### src/design/pqa_pkg.sv
package pqa_pkg;

	localparam int DATA_W    = 32;
	localparam int FRAC_BITS = 16;
	localparam int MAX_PORTS = 16;

	localparam int PORT_W    = $clog2(MAX_PORTS);
	localparam int CNT_W     = PORT_W + 1;
	localparam int ICOUNT_W  = 5;
	localparam int MASK_W    = 16;
	localparam int CFG_IDX_W = 2;

	localparam int QB        = DATA_W - 1;
	localparam int QCNT_W    = $clog2(QB + 1);
	localparam int PROD_W    = 2 * DATA_W;
	localparam int DW        = DATA_W + FRAC_BITS;

	localparam logic [DATA_W-1:0] ONE_Q = DATA_W'(1) << FRAC_BITS;
	localparam logic [DATA_W-1:0] S_MAX = {1'b0, {(DATA_W-1){1'b1}}};
	localparam logic [DATA_W-1:0] S_MIN = {1'b1, {(DATA_W-1){1'b0}}};

	localparam logic [CFG_IDX_W-1:0] REG_INPUT_COUNT    = CFG_IDX_W'(0);
	localparam logic [CFG_IDX_W-1:0] REG_DIVIDE_MASK    = CFG_IDX_W'(1);
	localparam logic [CFG_IDX_W-1:0] REG_ZERO_SUBSTITUTE = CFG_IDX_W'(2);

	typedef enum logic [2:0] {
		ST_IDLE,
		ST_DECIDE,
		ST_MUL,
		ST_MULSAT,
		ST_DIVCHK,
		ST_DIV,
		ST_DIVEND,
		ST_FIN
	} pqa_state_t;

	typedef enum logic [1:0] {
		RUN_HOLD,
		RUN_MUL,
		RUN_DIV,
		RUN_OVF
	} pqa_run_t;

	typedef struct packed {
		logic     capture;
		logic     prep;
		logic     set_err;
		logic     mul;
		logic     div_init;
		logic     div_step;
		pqa_run_t run_sel;
		logic     advance;
		logic     emit;
	} pqa_cmd_t;

	typedef struct packed {
		logic err_seen;
		logic divide;
		logic div_zero;
		logic div_ovf;
		logic div_last;
		logic last;
		logic out_free;
	} pqa_status_t;

endpackage

### src/design/pqa_controller.sv
module pqa_controller (
	input  logic                 clk,
	input  logic                 arst_n,
	input  logic                 item_valid,
	output logic                 item_stall,
	input  pqa_pkg::pqa_status_t st,
	output pqa_pkg::pqa_cmd_t    cmd
);
	import pqa_pkg::*;

	pqa_state_t state_q;
	pqa_state_t state_nxt;

	always_ff @(posedge clk or negedge arst_n) begin
		if (!arst_n) begin
			state_q <= ST_IDLE;
		end else begin
			state_q <= state_nxt;
		end
	end

	always_comb begin
		cmd        = '0;
		state_nxt  = state_q;
		item_stall = (state_q != ST_IDLE);
		case (state_q)
			ST_IDLE: begin
				if (item_valid) begin
					cmd.capture = 1'b1;
					state_nxt   = ST_DECIDE;
				end
			end
			ST_DECIDE: begin
				if (st.err_seen) begin
					state_nxt = ST_FIN;
				end else if (st.divide && st.div_zero) begin
					cmd.set_err = 1'b1;
					state_nxt   = ST_FIN;
				end else begin
					cmd.prep  = 1'b1;
					state_nxt = st.divide ? ST_DIVCHK : ST_MUL;
				end
			end
			ST_MUL: begin
				cmd.mul   = 1'b1;
				state_nxt = ST_MULSAT;
			end
			ST_MULSAT: begin
				cmd.run_sel = RUN_MUL;
				state_nxt   = ST_FIN;
			end
			ST_DIVCHK: begin
				if (st.div_ovf) begin
					cmd.run_sel = RUN_OVF;
					state_nxt   = ST_FIN;
				end else begin
					cmd.div_init = 1'b1;
					state_nxt    = ST_DIV;
				end
			end
			ST_DIV: begin
				cmd.div_step = 1'b1;
				if (st.div_last) begin
					state_nxt = ST_DIVEND;
				end
			end
			ST_DIVEND: begin
				cmd.run_sel = RUN_DIV;
				state_nxt   = ST_FIN;
			end
			ST_FIN: begin
				if (!st.last) begin
					cmd.advance = 1'b1;
					state_nxt   = ST_IDLE;
				end else if (st.out_free) begin
					cmd.emit  = 1'b1;
					state_nxt = ST_IDLE;
				end
			end
			default: begin
				state_nxt = ST_IDLE;
			end
		endcase
	end

endmodule

### src/design/pqa_datapath.sv
module pqa_datapath (
	input  logic                                 clk,
	input  logic                                 arst_n,
	input  pqa_pkg::pqa_cmd_t                    cmd,
	output pqa_pkg::pqa_status_t                 st,
	input  logic signed [pqa_pkg::DATA_W-1:0]    operand,
	input  logic                                 last,
	input  logic                                 cfg_we,
	input  logic        [pqa_pkg::CFG_IDX_W-1:0] cfg_index,
	input  logic        [pqa_pkg::DATA_W-1:0]    cfg_data,
	input  logic                                 result_stall,
	output logic                                 result_valid,
	output logic signed [pqa_pkg::DATA_W-1:0]    product,
	output logic                                 error
);
	import pqa_pkg::*;

	function automatic logic [DATA_W-1:0] mag(input logic signed [DATA_W-1:0] v);
		logic signed [DATA_W-1:0] nv;
		nv = -v;
		return v[DATA_W-1] ? unsigned'(nv) : unsigned'(v);
	endfunction

	function automatic logic signed [DATA_W-1:0] sat(input logic [QB-1:0] m,
		input logic ovf, input logic neg);
		logic signed [DATA_W-1:0] pos;
		pos = $signed({1'b0, m});
		if (ovf) begin
			return neg ? $signed(S_MIN) : $signed(S_MAX);
		end
		return neg ? -pos : pos;
	endfunction

	logic        [ICOUNT_W-1:0]  icount_q;
	logic        [MASK_W-1:0]    mask_q;
	logic signed [DATA_W-1:0]    zsub_q;

	logic signed [DATA_W-1:0]    running_q;
	logic        [PORT_W-1:0]    pidx_q;
	logic                        err_q;

	logic signed [DATA_W-1:0]    op_q;
	logic                        last_q;
	logic        [DATA_W-1:0]    a_mag_q;
	logic        [DATA_W-1:0]    b_mag_q;
	logic                        neg_q;
	logic        [PROD_W-1:0]    prod_q;
	logic        [QB-1:0]        rem_q;
	logic        [QB-1:0]        dsh_q;
	logic        [QB-1:0]        quo_q;
	logic        [QCNT_W-1:0]    cnt_q;

	logic                        result_valid_q;
	logic signed [DATA_W-1:0]    product_q;
	logic                        error_q;

	logic        [CNT_W-1:0]     nports;
	logic                        divide;
	logic signed [DATA_W-1:0]    eff;
	logic        [DW-1:0]        dwide;
	logic        [DW-DATA_W:0]   r0;
	logic                        mul_ovf;
	logic        [QB-1:0]        mul_m;
	logic        [DATA_W-1:0]    trial;
	logic                        ge;
	logic        [CNT_W-1:0]     pidx_inc;
	logic        [PORT_W-1:0]    pidx_nxt;
	logic                        out_free;

	always_comb begin
		if (icount_q == '0) begin
			nports = CNT_W'(1);
		end else if (icount_q > ICOUNT_W'(MAX_PORTS)) begin
			nports = CNT_W'(MAX_PORTS);
		end else begin
			nports = CNT_W'(icount_q);
		end
	end

	assign divide   = (nports > CNT_W'(1)) && mask_q[pidx_q];
	assign eff      = (divide && op_q == '0) ? zsub_q : op_q;
	assign dwide    = {a_mag_q, {FRAC_BITS{1'b0}}};
	assign r0       = dwide[DW-1:DATA_W-1];
	assign mul_ovf  = |prod_q[PROD_W-1:FRAC_BITS+DATA_W-1];
	assign mul_m    = prod_q[FRAC_BITS+DATA_W-2:FRAC_BITS];
	assign trial    = {rem_q, dsh_q[QB-1]};
	assign ge       = trial >= b_mag_q;
	assign pidx_inc = CNT_W'(pidx_q) + CNT_W'(1);
	assign pidx_nxt = (nports > CNT_W'(1) && pidx_inc < nports) ? pidx_inc[PORT_W-1:0] : '0;
	assign out_free = !result_valid_q || !result_stall;

	assign st.err_seen = err_q;
	assign st.divide   = divide;
	assign st.div_zero = (op_q == '0) && (zsub_q == '0);
	assign st.div_ovf  = DATA_W'(r0) >= b_mag_q;
	assign st.div_last = (cnt_q == QCNT_W'(1));
	assign st.last     = last_q;
	assign st.out_free = out_free;

	always_ff @(posedge clk or negedge arst_n) begin
		if (!arst_n) begin
			icount_q <= ICOUNT_W'(1);
			mask_q   <= '0;
			zsub_q   <= '0;
		end else if (cfg_we) begin
			case (cfg_index)
				REG_INPUT_COUNT:     icount_q <= cfg_data[ICOUNT_W-1:0];
				REG_DIVIDE_MASK:     mask_q   <= cfg_data[MASK_W-1:0];
				REG_ZERO_SUBSTITUTE: zsub_q   <= $signed(cfg_data);
				default: begin
				end
			endcase
		end
	end

	always_ff @(posedge clk or negedge arst_n) begin
		if (!arst_n) begin
			running_q <= $signed(ONE_Q);
			pidx_q    <= '0;
			err_q     <= 1'b0;
		end else if (cmd.emit) begin
			running_q <= $signed(ONE_Q);
			pidx_q    <= '0;
			err_q     <= 1'b0;
		end else begin
			case (cmd.run_sel)
				RUN_MUL: running_q <= sat(mul_m, mul_ovf, neg_q);
				RUN_DIV: running_q <= sat(quo_q, 1'b0, neg_q);
				RUN_OVF: running_q <= sat('0, 1'b1, neg_q);
				default: begin
				end
			endcase
			if (cmd.set_err) begin
				err_q <= 1'b1;
			end
			if (cmd.advance) begin
				pidx_q <= pidx_nxt;
			end
		end
	end

	always_ff @(posedge clk or negedge arst_n) begin
		if (!arst_n) begin
			last_q <= 1'b0;
			cnt_q  <= '0;
		end else begin
			if (cmd.capture) begin
				last_q <= last;
			end
			if (cmd.div_init) begin
				cnt_q <= QCNT_W'(QB);
			end else if (cmd.div_step) begin
				cnt_q <= cnt_q - QCNT_W'(1);
			end
		end
	end

	always_ff @(posedge clk) begin
		if (cmd.capture) begin
			op_q <= operand;
		end
		if (cmd.prep) begin
			a_mag_q <= mag(running_q);
			b_mag_q <= mag(eff);
			neg_q   <= running_q[DATA_W-1] ^ eff[DATA_W-1];
		end
		if (cmd.mul) begin
			prod_q <= a_mag_q * b_mag_q;
		end
		if (cmd.div_init) begin
			rem_q <= QB'(r0);
			dsh_q <= dwide[QB-1:0];
			quo_q <= '0;
		end else if (cmd.div_step) begin
			rem_q <= ge ? QB'(trial - b_mag_q) : QB'(trial);
			dsh_q <= {dsh_q[QB-2:0], 1'b0};
			quo_q <= {quo_q[QB-2:0], ge};
		end
	end

	always_ff @(posedge clk or negedge arst_n) begin
		if (!arst_n) begin
			result_valid_q <= 1'b0;
		end else if (cmd.emit) begin
			result_valid_q <= 1'b1;
		end else if (!result_stall) begin
			result_valid_q <= 1'b0;
		end
	end

	always_ff @(posedge clk) begin
		if (cmd.emit) begin
			product_q <= err_q ? '0 : running_q;
			error_q   <= err_q;
		end
	end

	assign result_valid = result_valid_q;
	assign product      = product_q;
	assign error        = error_q;

endmodule

### src/design/product_quotient_accumulator.sv
// Folds signed Q16.16 operands, one per beat, into a running value that starts
// at 1.0 and emits it, saturated, on the beat marked last (or zero with error
// set after an unresolved division by zero). One beat is taken at a time: a
// multiply goes through one registered 32x32 multiplier, then a saturation
// step, a divide through a restoring divider that retires one quotient bit
// per cycle for 31 quotient bits, a divide that would overflow saturates
// without dividing, and a beat that arrives after an error is skipped. A last
// beat also waits until the output register is free. Configuration is taken
// every cycle and must only be written while the block is idle.
module product_quotient_accumulator (
	input  logic                                 clk,
	input  logic                                 arst_n,
	input  logic                                 item_valid,
	output logic                                 item_stall,
	input  logic signed [pqa_pkg::DATA_W-1:0]    operand,
	input  logic                                 last,
	output logic                                 result_valid,
	input  logic                                 result_stall,
	output logic signed [pqa_pkg::DATA_W-1:0]    product,
	output logic                                 error,
	input  logic                                 cfg_valid,
	output logic                                 cfg_ready,
	input  logic        [pqa_pkg::CFG_IDX_W-1:0] cfg_index,
	input  logic        [pqa_pkg::DATA_W-1:0]    cfg_data
);
	import pqa_pkg::*;

	pqa_cmd_t    cmd;
	pqa_status_t st;

	assign cfg_ready = 1'b1;

	pqa_controller u_ctrl (
		.clk        (clk),
		.arst_n     (arst_n),
		.item_valid (item_valid),
		.item_stall (item_stall),
		.st         (st),
		.cmd        (cmd)
	);

	pqa_datapath u_dp (
		.clk          (clk),
		.arst_n       (arst_n),
		.cmd          (cmd),
		.st           (st),
		.operand      (operand),
		.last         (last),
		.cfg_we       (cfg_valid && cfg_ready),
		.cfg_index    (cfg_index),
		.cfg_data     (cfg_data),
		.result_stall (result_stall),
		.result_valid (result_valid),
		.product      (product),
		.error        (error)
	);

endmodule

### config.mk
export PLATFORM = sky130hd
export DESIGN_NAME = product_quotient_accumulator
export DESIGN_NICKNAME = d
export VERILOG_FILES = /design/src/design/pqa_pkg.sv /design/src/design/pqa_controller.sv /design/src/design/pqa_datapath.sv /design/src/design/product_quotient_accumulator.sv
export SDC_FILE = /design/constraint.sdc
export NUM_CORES = 2
export LEC_CHECK = 0
export BUFFER_PORTS_ARGS = -buffer_cell sky130_fd_sc_hd__buf_2
export CAP_MARGIN = 5
export CORE_UTILIZATION = 59
export DETAILED_ROUTE_END_ITERATION = 12
export GPL_TIMING_DRIVEN = 0
export PLACE_DENSITY_LB_ADDON = 0.08
export SETUP_SLACK_MARGIN = 0.5
export SYNTH_ARGS = -nofsm -noshare
export SYNTH_HDL_FRONTEND = slang
export SYNTH_SLANG_ARGS = --single-unit
export TNS_END_PERCENT = 50
### constraint.sdc
create_clock -name clk -period 12.2 [get_ports clk]
set_input_delay 3.66 -clock clk [delete_from_list [all_inputs] [get_ports clk]]
set_output_delay 3.66 -clock clk [all_outputs]
set_load 0.02 [all_outputs]
## Word-level counts from Yosys, hierarchy flattened

Cells that the tools add are included.

- Eq/ne operators: 17
- Bitwise logic cells: 1
- $mul: 1
- Reduce and logical (&&, ||, !) cells: 24
- Add/subtract/negate cells: 7
- Order comparisons: 6
- Mux-type cells: 59

Operators with widths:

| cell | count |
|---|---|
| 32-bit two-way mux | 8 |
| 31-bit two-way mux | 5 |
| 32-bit case mux with 3 select lines | 1 |
| 32-bit zero test | 2 |
| 32-bit by 32-bit multiplier with 64-bit output | 1 |
| 31-bit negation with 32-bit output | 2 |
| 32-bit negation | 2 |
| 17-bit two-way mux | 2 |
| 17-bit by 32-bit greater-or-equal comparator with 1-bit output | 1 |
| 32-bit greater-or-equal comparator | 1 |
| 31-bit subtractor | 1 |
| 1-bit two-way mux | 21 |
| 3-bit two-way mux | 7 |
| 3-bit case mux with 7 select lines | 1 |
| 5-bit two-way mux | 4 |
| 17-bit OR reduction | 1 |
| 3-bit equality test (second input constant) | 4 |
| 4-bit two-way mux | 3 |
| 2-bit two-way mux | 5 |
| 2-bit equality test (second input constant) | 3 |
| 3-bit by 2-bit equality test with 1-bit output (second input constant) | 2 |
| 2-bit case mux with 3 select lines | 1 |
| 2-bit AND reduction | 3 |
| 2-bit nonzero test | 3 |
| 24 further kinds | 31 |

- Word-level logic and storage cells: 138
- Bits in registers: 371
- Output and inout bits: 36
- Bits of input ports: 72

## Longest topological paths before layout

- Depth in word-level cells: 11
- Gate-level depth with buffers: 29
- Gate-level depth less buffers: 28

## By module

Synthesis repeated with hierarchy kept, for this count alone.

- Cells, all modules: 5,322
- Area total of the unflattened synthesis: 51,290.4 sq um

By module, submodules not included:

| module | instances | cells an instance | sequential area each (sq um) | area an instance (sq um) |
|---|---|---|---|---|
| pqa_datapath | 1 | 5,282 | 9,636.7 | 50,995.2 |
| pqa_controller | 1 | 38 | 75.1 | 284.0 |
| product_quotient_accumulator | 1 | 2 | 0.0 | 11.3 |

## Least setup slack after synthesis

No wires, ideal clock.

- Path kind: register to register
- Start: register u_dp.a_mag_q[10]
- End: register u_dp.prod_q[50], data pin
- Library setup time: 0.207 ns
- Required time: 11.993 ns
- Clock period less this slack: 7.861 ns
- Arrival: 7.653 ns
- Stages on the path, launching flop included: 29
- Setup slack: 4.339 ns
- Path buffers: 2
- Cells stage by stage: edfxtp_1 -> clkbuf_1 -> and2_1 -> fa_1 -> inv_1 -> fa_1 -> inv_1 -> fa_1 -> inv_1 -> fa_1 -> inv_1 -> fa_1 -> fa_1 -> fa_1 -> inv_1 -> fa_1 -> inv_1 -> ha_1 -> clkbuf_1 -> a21oi_1 -> o21ai_1 -> a2111oi_0 -> o31ai_1 -> a31oi_1 -> o21ai_0 -> a211oi_1 -> o21ai_1 -> mux2i_1 -> a2111oi_0

- Word-level cells in the longest chain between the ends: 1

RTL lines:

| element | RTL line | text |
|---|---|---|
| from (decl) | pqa_datapath.sv:44 | `logic [DATA_W-1:0] a_mag_q;` |
| from (signal assigned) | pqa_datapath.sv:163 | `a_mag_q <= mag(running_q);` |
| 32-bit by 32-bit multiplier with 64-bit output | pqa_datapath.sv:168 | `prod_q <= a_mag_q * b_mag_q;` |
| to (signal assigned) | pqa_datapath.sv:168 |  |
| to (decl) | pqa_datapath.sv:47 | `logic [PROD_W-1:0] prod_q;` |

No other way between the ends.
A chain may end at the register's enable or synchronous reset.

## Worst setup path after layout

- Start: register u_dp.a_mag_q[20]
- End: register u_dp.prod_q[50], data pin

The elaborated chain is that of the path after synthesis.

==> summary.txt <==
# IOs: 108
Number of post-CTS setup repair buffers: 0
Most frequent cells in the layout: inv_1 (991), fa_1 (896), nand2_1 (664)
Placed Cells incl. Taps: 6,760
Count of final setup violators: 0
Max_slew headroom: -3.59%
Async SR Flop Fraction: 28.2%
Core Rows: 108
Syn_area_per_cell: 9.42 sq um
DRT Pass-1 Iters: 6
CTS sink cnt: 355
Failing checks: max-capacitance violations, max-slew violations
Mapped cell area: 51,700 sq um
Via density: 6.09
Die Ht: 298 um
Post-synth EDFFs: 210
Grt total ovfl: 0
Startpoint Class: flip-flop
Register area share after synthesis: 18.8%
Initial Utilization: 59.6%
Core Region: 86,800 sq um
Routed metal-1 wire length: 71.3 mm
Outcome: finished, violations left
Final Instance Count excl. Fillers: 6,832
Tightest Pin Transition: 1.55 ns
Worst Setup End Kind: flip-flop
Synth Instances: 5,491
Clock Root Buffer: clkbuf_16
Period utilization: 88.9%
DP HPWL: 158 mm
Final worst setup slack: 1.35 ns
Detail Route met3 WL: 24.7 mm
P&R area growth vs syn: 6.46%
Largest area contributor in the netlist: fa_1
Synth Warn #: 0
Setup TNS: 0 ns
CP Data Arrival Time: 11.13 ns
Die W: 298 um
Ranking of synthesized cells by area: fa_1 (35%), edfxtp_1 (12%), ha_1 (8.1%), inv_1 (7.2%), and2_1 (7.0%)
Synthesized Nets: 6,796
Drt wl/cell: 28.4 um
Max Used Layer: met5
Final slew viol count: 11
Total length of routed wires: 194 mm
TritonCTS clock tree: yes
Final hold vios: 0
Clock-pin slew on the worst setup and hold paths: 0.07 ns
DR iter-0 viols: 4,749
DRC violations left: 0
Clock Path Buffers: 3
Largest net degree at the start of global routing: 63
Crit Path Max Fanout: 11
Critical path class: flip-flop to flip-flop
Number of global-route vias before repair: 41,900
Post-Place Setup Slack: 1.57 ns
TritonCTS Buffers: 34
Main synth FF type: edfxtp_1
Share of cells above drive strength 1: 4.75%
Initial antenna violation count: 24
Synth top area share: 34.7%
# H-tree levels: 2
All-Layer GR Usage: 44.6%
Hold Path Class: flip-flop to flip-flop
Worst Skew: 0.0271 ns
IO Port Bufs: 106
RSZ-0062 raised after global routing: false
# nets final: 6,947
Routed Antenna Nets: 0
First-pass GRT wire length: 284 mm
CTS resizes: 0
DR vias: 41,600
Worst reg2reg path depth: 24
CTS Hold Bufs: 0
Routed wl met2: 83.0 mm
GPL Wtd Cong: 1.12
Max Freq: 0.0922 GHz
Netlist cell types: 87
Clk_lat worst skew: 0.54 ns
Crit path required time: 12.49 ns
Commonest non-fill, non-tap cell in the layout: inv_1
Die Area: 88,900 sq um
Max cap viols: 1
WHS: 0.493 ns
Tmin final: 10.85 ns
Min-Delay Path Depth: 2
Yosys reg bits: 355
worst paths after layout:
kind,from,endpoint,slack (ns)
max reg2reg,u_dp.a_mag_q[20],u_dp.prod_q[50],1.35
min in group asynchronous,arst_n,u_dp.mask_q[15],3.11
max,u_dp.a_mag_q[20],u_dp.prod_q[50],1.35
min,u_dp.rem_q[21],u_dp.rem_q[21],0.49
max in group asynchronous,arst_n,u_dp.running_q[16],8.30
min reg2reg,u_dp.rem_q[21],u_dp.rem_q[21],0.49
layout make-up:
type                            instances  area (sq um)
Multi-Input combinational cell       3840         37200
Fill cell                            7495         31700
Sequential cell                       355          9710
Inverter                              991          3720
Tap cell                             1155          1450
Buffer                                305          1170
Clock buffer                           41           908
Timing Repair Buffer                  115           688
Clock inverter                         20           259
Antenna cell                           10          25.0
per-layer routing:
layer | global-route usage (%) | vias to the layer above
met5 | 0 | -
met4 | 26.6 | 20
met3 | 14.2 | 675
met2 | 66.6 | 2649
met1 | 56.8 | 20800
li1 | - | 17500
critical path, cell delays in order, from the launching register on:
cell and delay (ns):
edfxtp_1 0.76, clkbuf_1 1.06, and2_1 0.28, fa_1 0.42
fa_1 0.58, inv_1 0.08, fa_1 0.51, fa_1 0.56
inv_1 0.06, fa_1 0.73, fa_1 0.52, fa_1 0.52
fa_1 0.46, ha_1 0.29, clkbuf_1 0.21, a21oi_1 0.24
o21ai_1 0.11, a2111oi_0 0.60, o31ai_1 0.15, a31oi_1 0.40
o21ai_0 0.16, a211oi_1 0.88, o21ai_1 0.33, mux2i_1 0.19
a2111oi_0 0.47
cells in the mapped netlist (7+ instances only):
library cell	count
dfxtp_1	45
o21ai_0	175
ha_1	337
buf_2	9
fa_1	896
mux2_2	53
o41ai_1	14
xor2_1	49
nand2b_1	20
o21ai_1	9
mux2i_1	7
o22ai_1	16
and3_1	14
o21bai_1	11
edfxtp_1	210
nor2_1	169
a21o_1	37
nand4_1	28
nor4_1	20
nand2_1	664
nor2b_1	47
nand3_1	49
buf_1	7
or4_1	10
nand3b_1	7
dfrtp_1	98
a22o_1	12
inv_1	991
clkbuf_1	287
o21a_1	13
a2111oi_0	10
o211ai_1	13
nor3_1	55
xnor2_1	110
a211oi_1	17
o31ai_1	20
a21oi_1	195
or3_1	39
a31oi_1	25
and2_1	580
cells by family (layout without fill, tap and decap cells):
| kind of cell | count (synthesis) | in the layout | synth area share [%] |
|---|---|---|---|
| and+or+nand+nor | 1736 | 1736 | 16.9 |
| xor gates and xnor gates | 159 | 159 | 2.69 |
| AOI/OAI and AO/OA | 646 | 646 | 7.82 |
| other | 1 | 11 | 0.00725 |
| adders and majority gates | 1233 | 1233 | 42.8 |
| DFF | 355 | 355 | 18.8 |
| muxes | 65 | 65 | 1.51 |
| buffers and inverters | 1296 | 1472 | 9.45 |
sequential cells by signal, summed over array words and instances (netlist names), 4 cells and up:
| signal | count |
|---|---|
| u_dp.running_q | 32 |
| u_dp.product | 32 |
| u_dp.quo_q | 31 |
| u_dp.cnt_q | 5 |
| u_dp.b_mag_q | 32 |
| u_dp.a_mag_q | 32 |
| u_dp.icount_q | 5 |
| u_dp.mask_q | 16 |
| u_dp.op_q | 32 |
| u_dp.dsh_q | 15 |
| u_dp.prod_q | 48 |
| u_dp.zsub_q | 32 |
| u_dp.pidx_q | 4 |
| u_dp.rem_q | 31 |
through the flow:
step / area [sq um] / utilization (%)
2_1_floorplan: 51700 / -
3_3_place_gp: 53700 / 61.9
3_5_place_dp: 53900 / 62.1
4_1_cts: 55000 / 63.4
5_1_grt: 55100 / 63.5
6_report: 55100 / 63.5
Power is left out: the tool's default activity adds up to more than one toggle a clock period on the data nets, which glitch-free logic cannot reach.
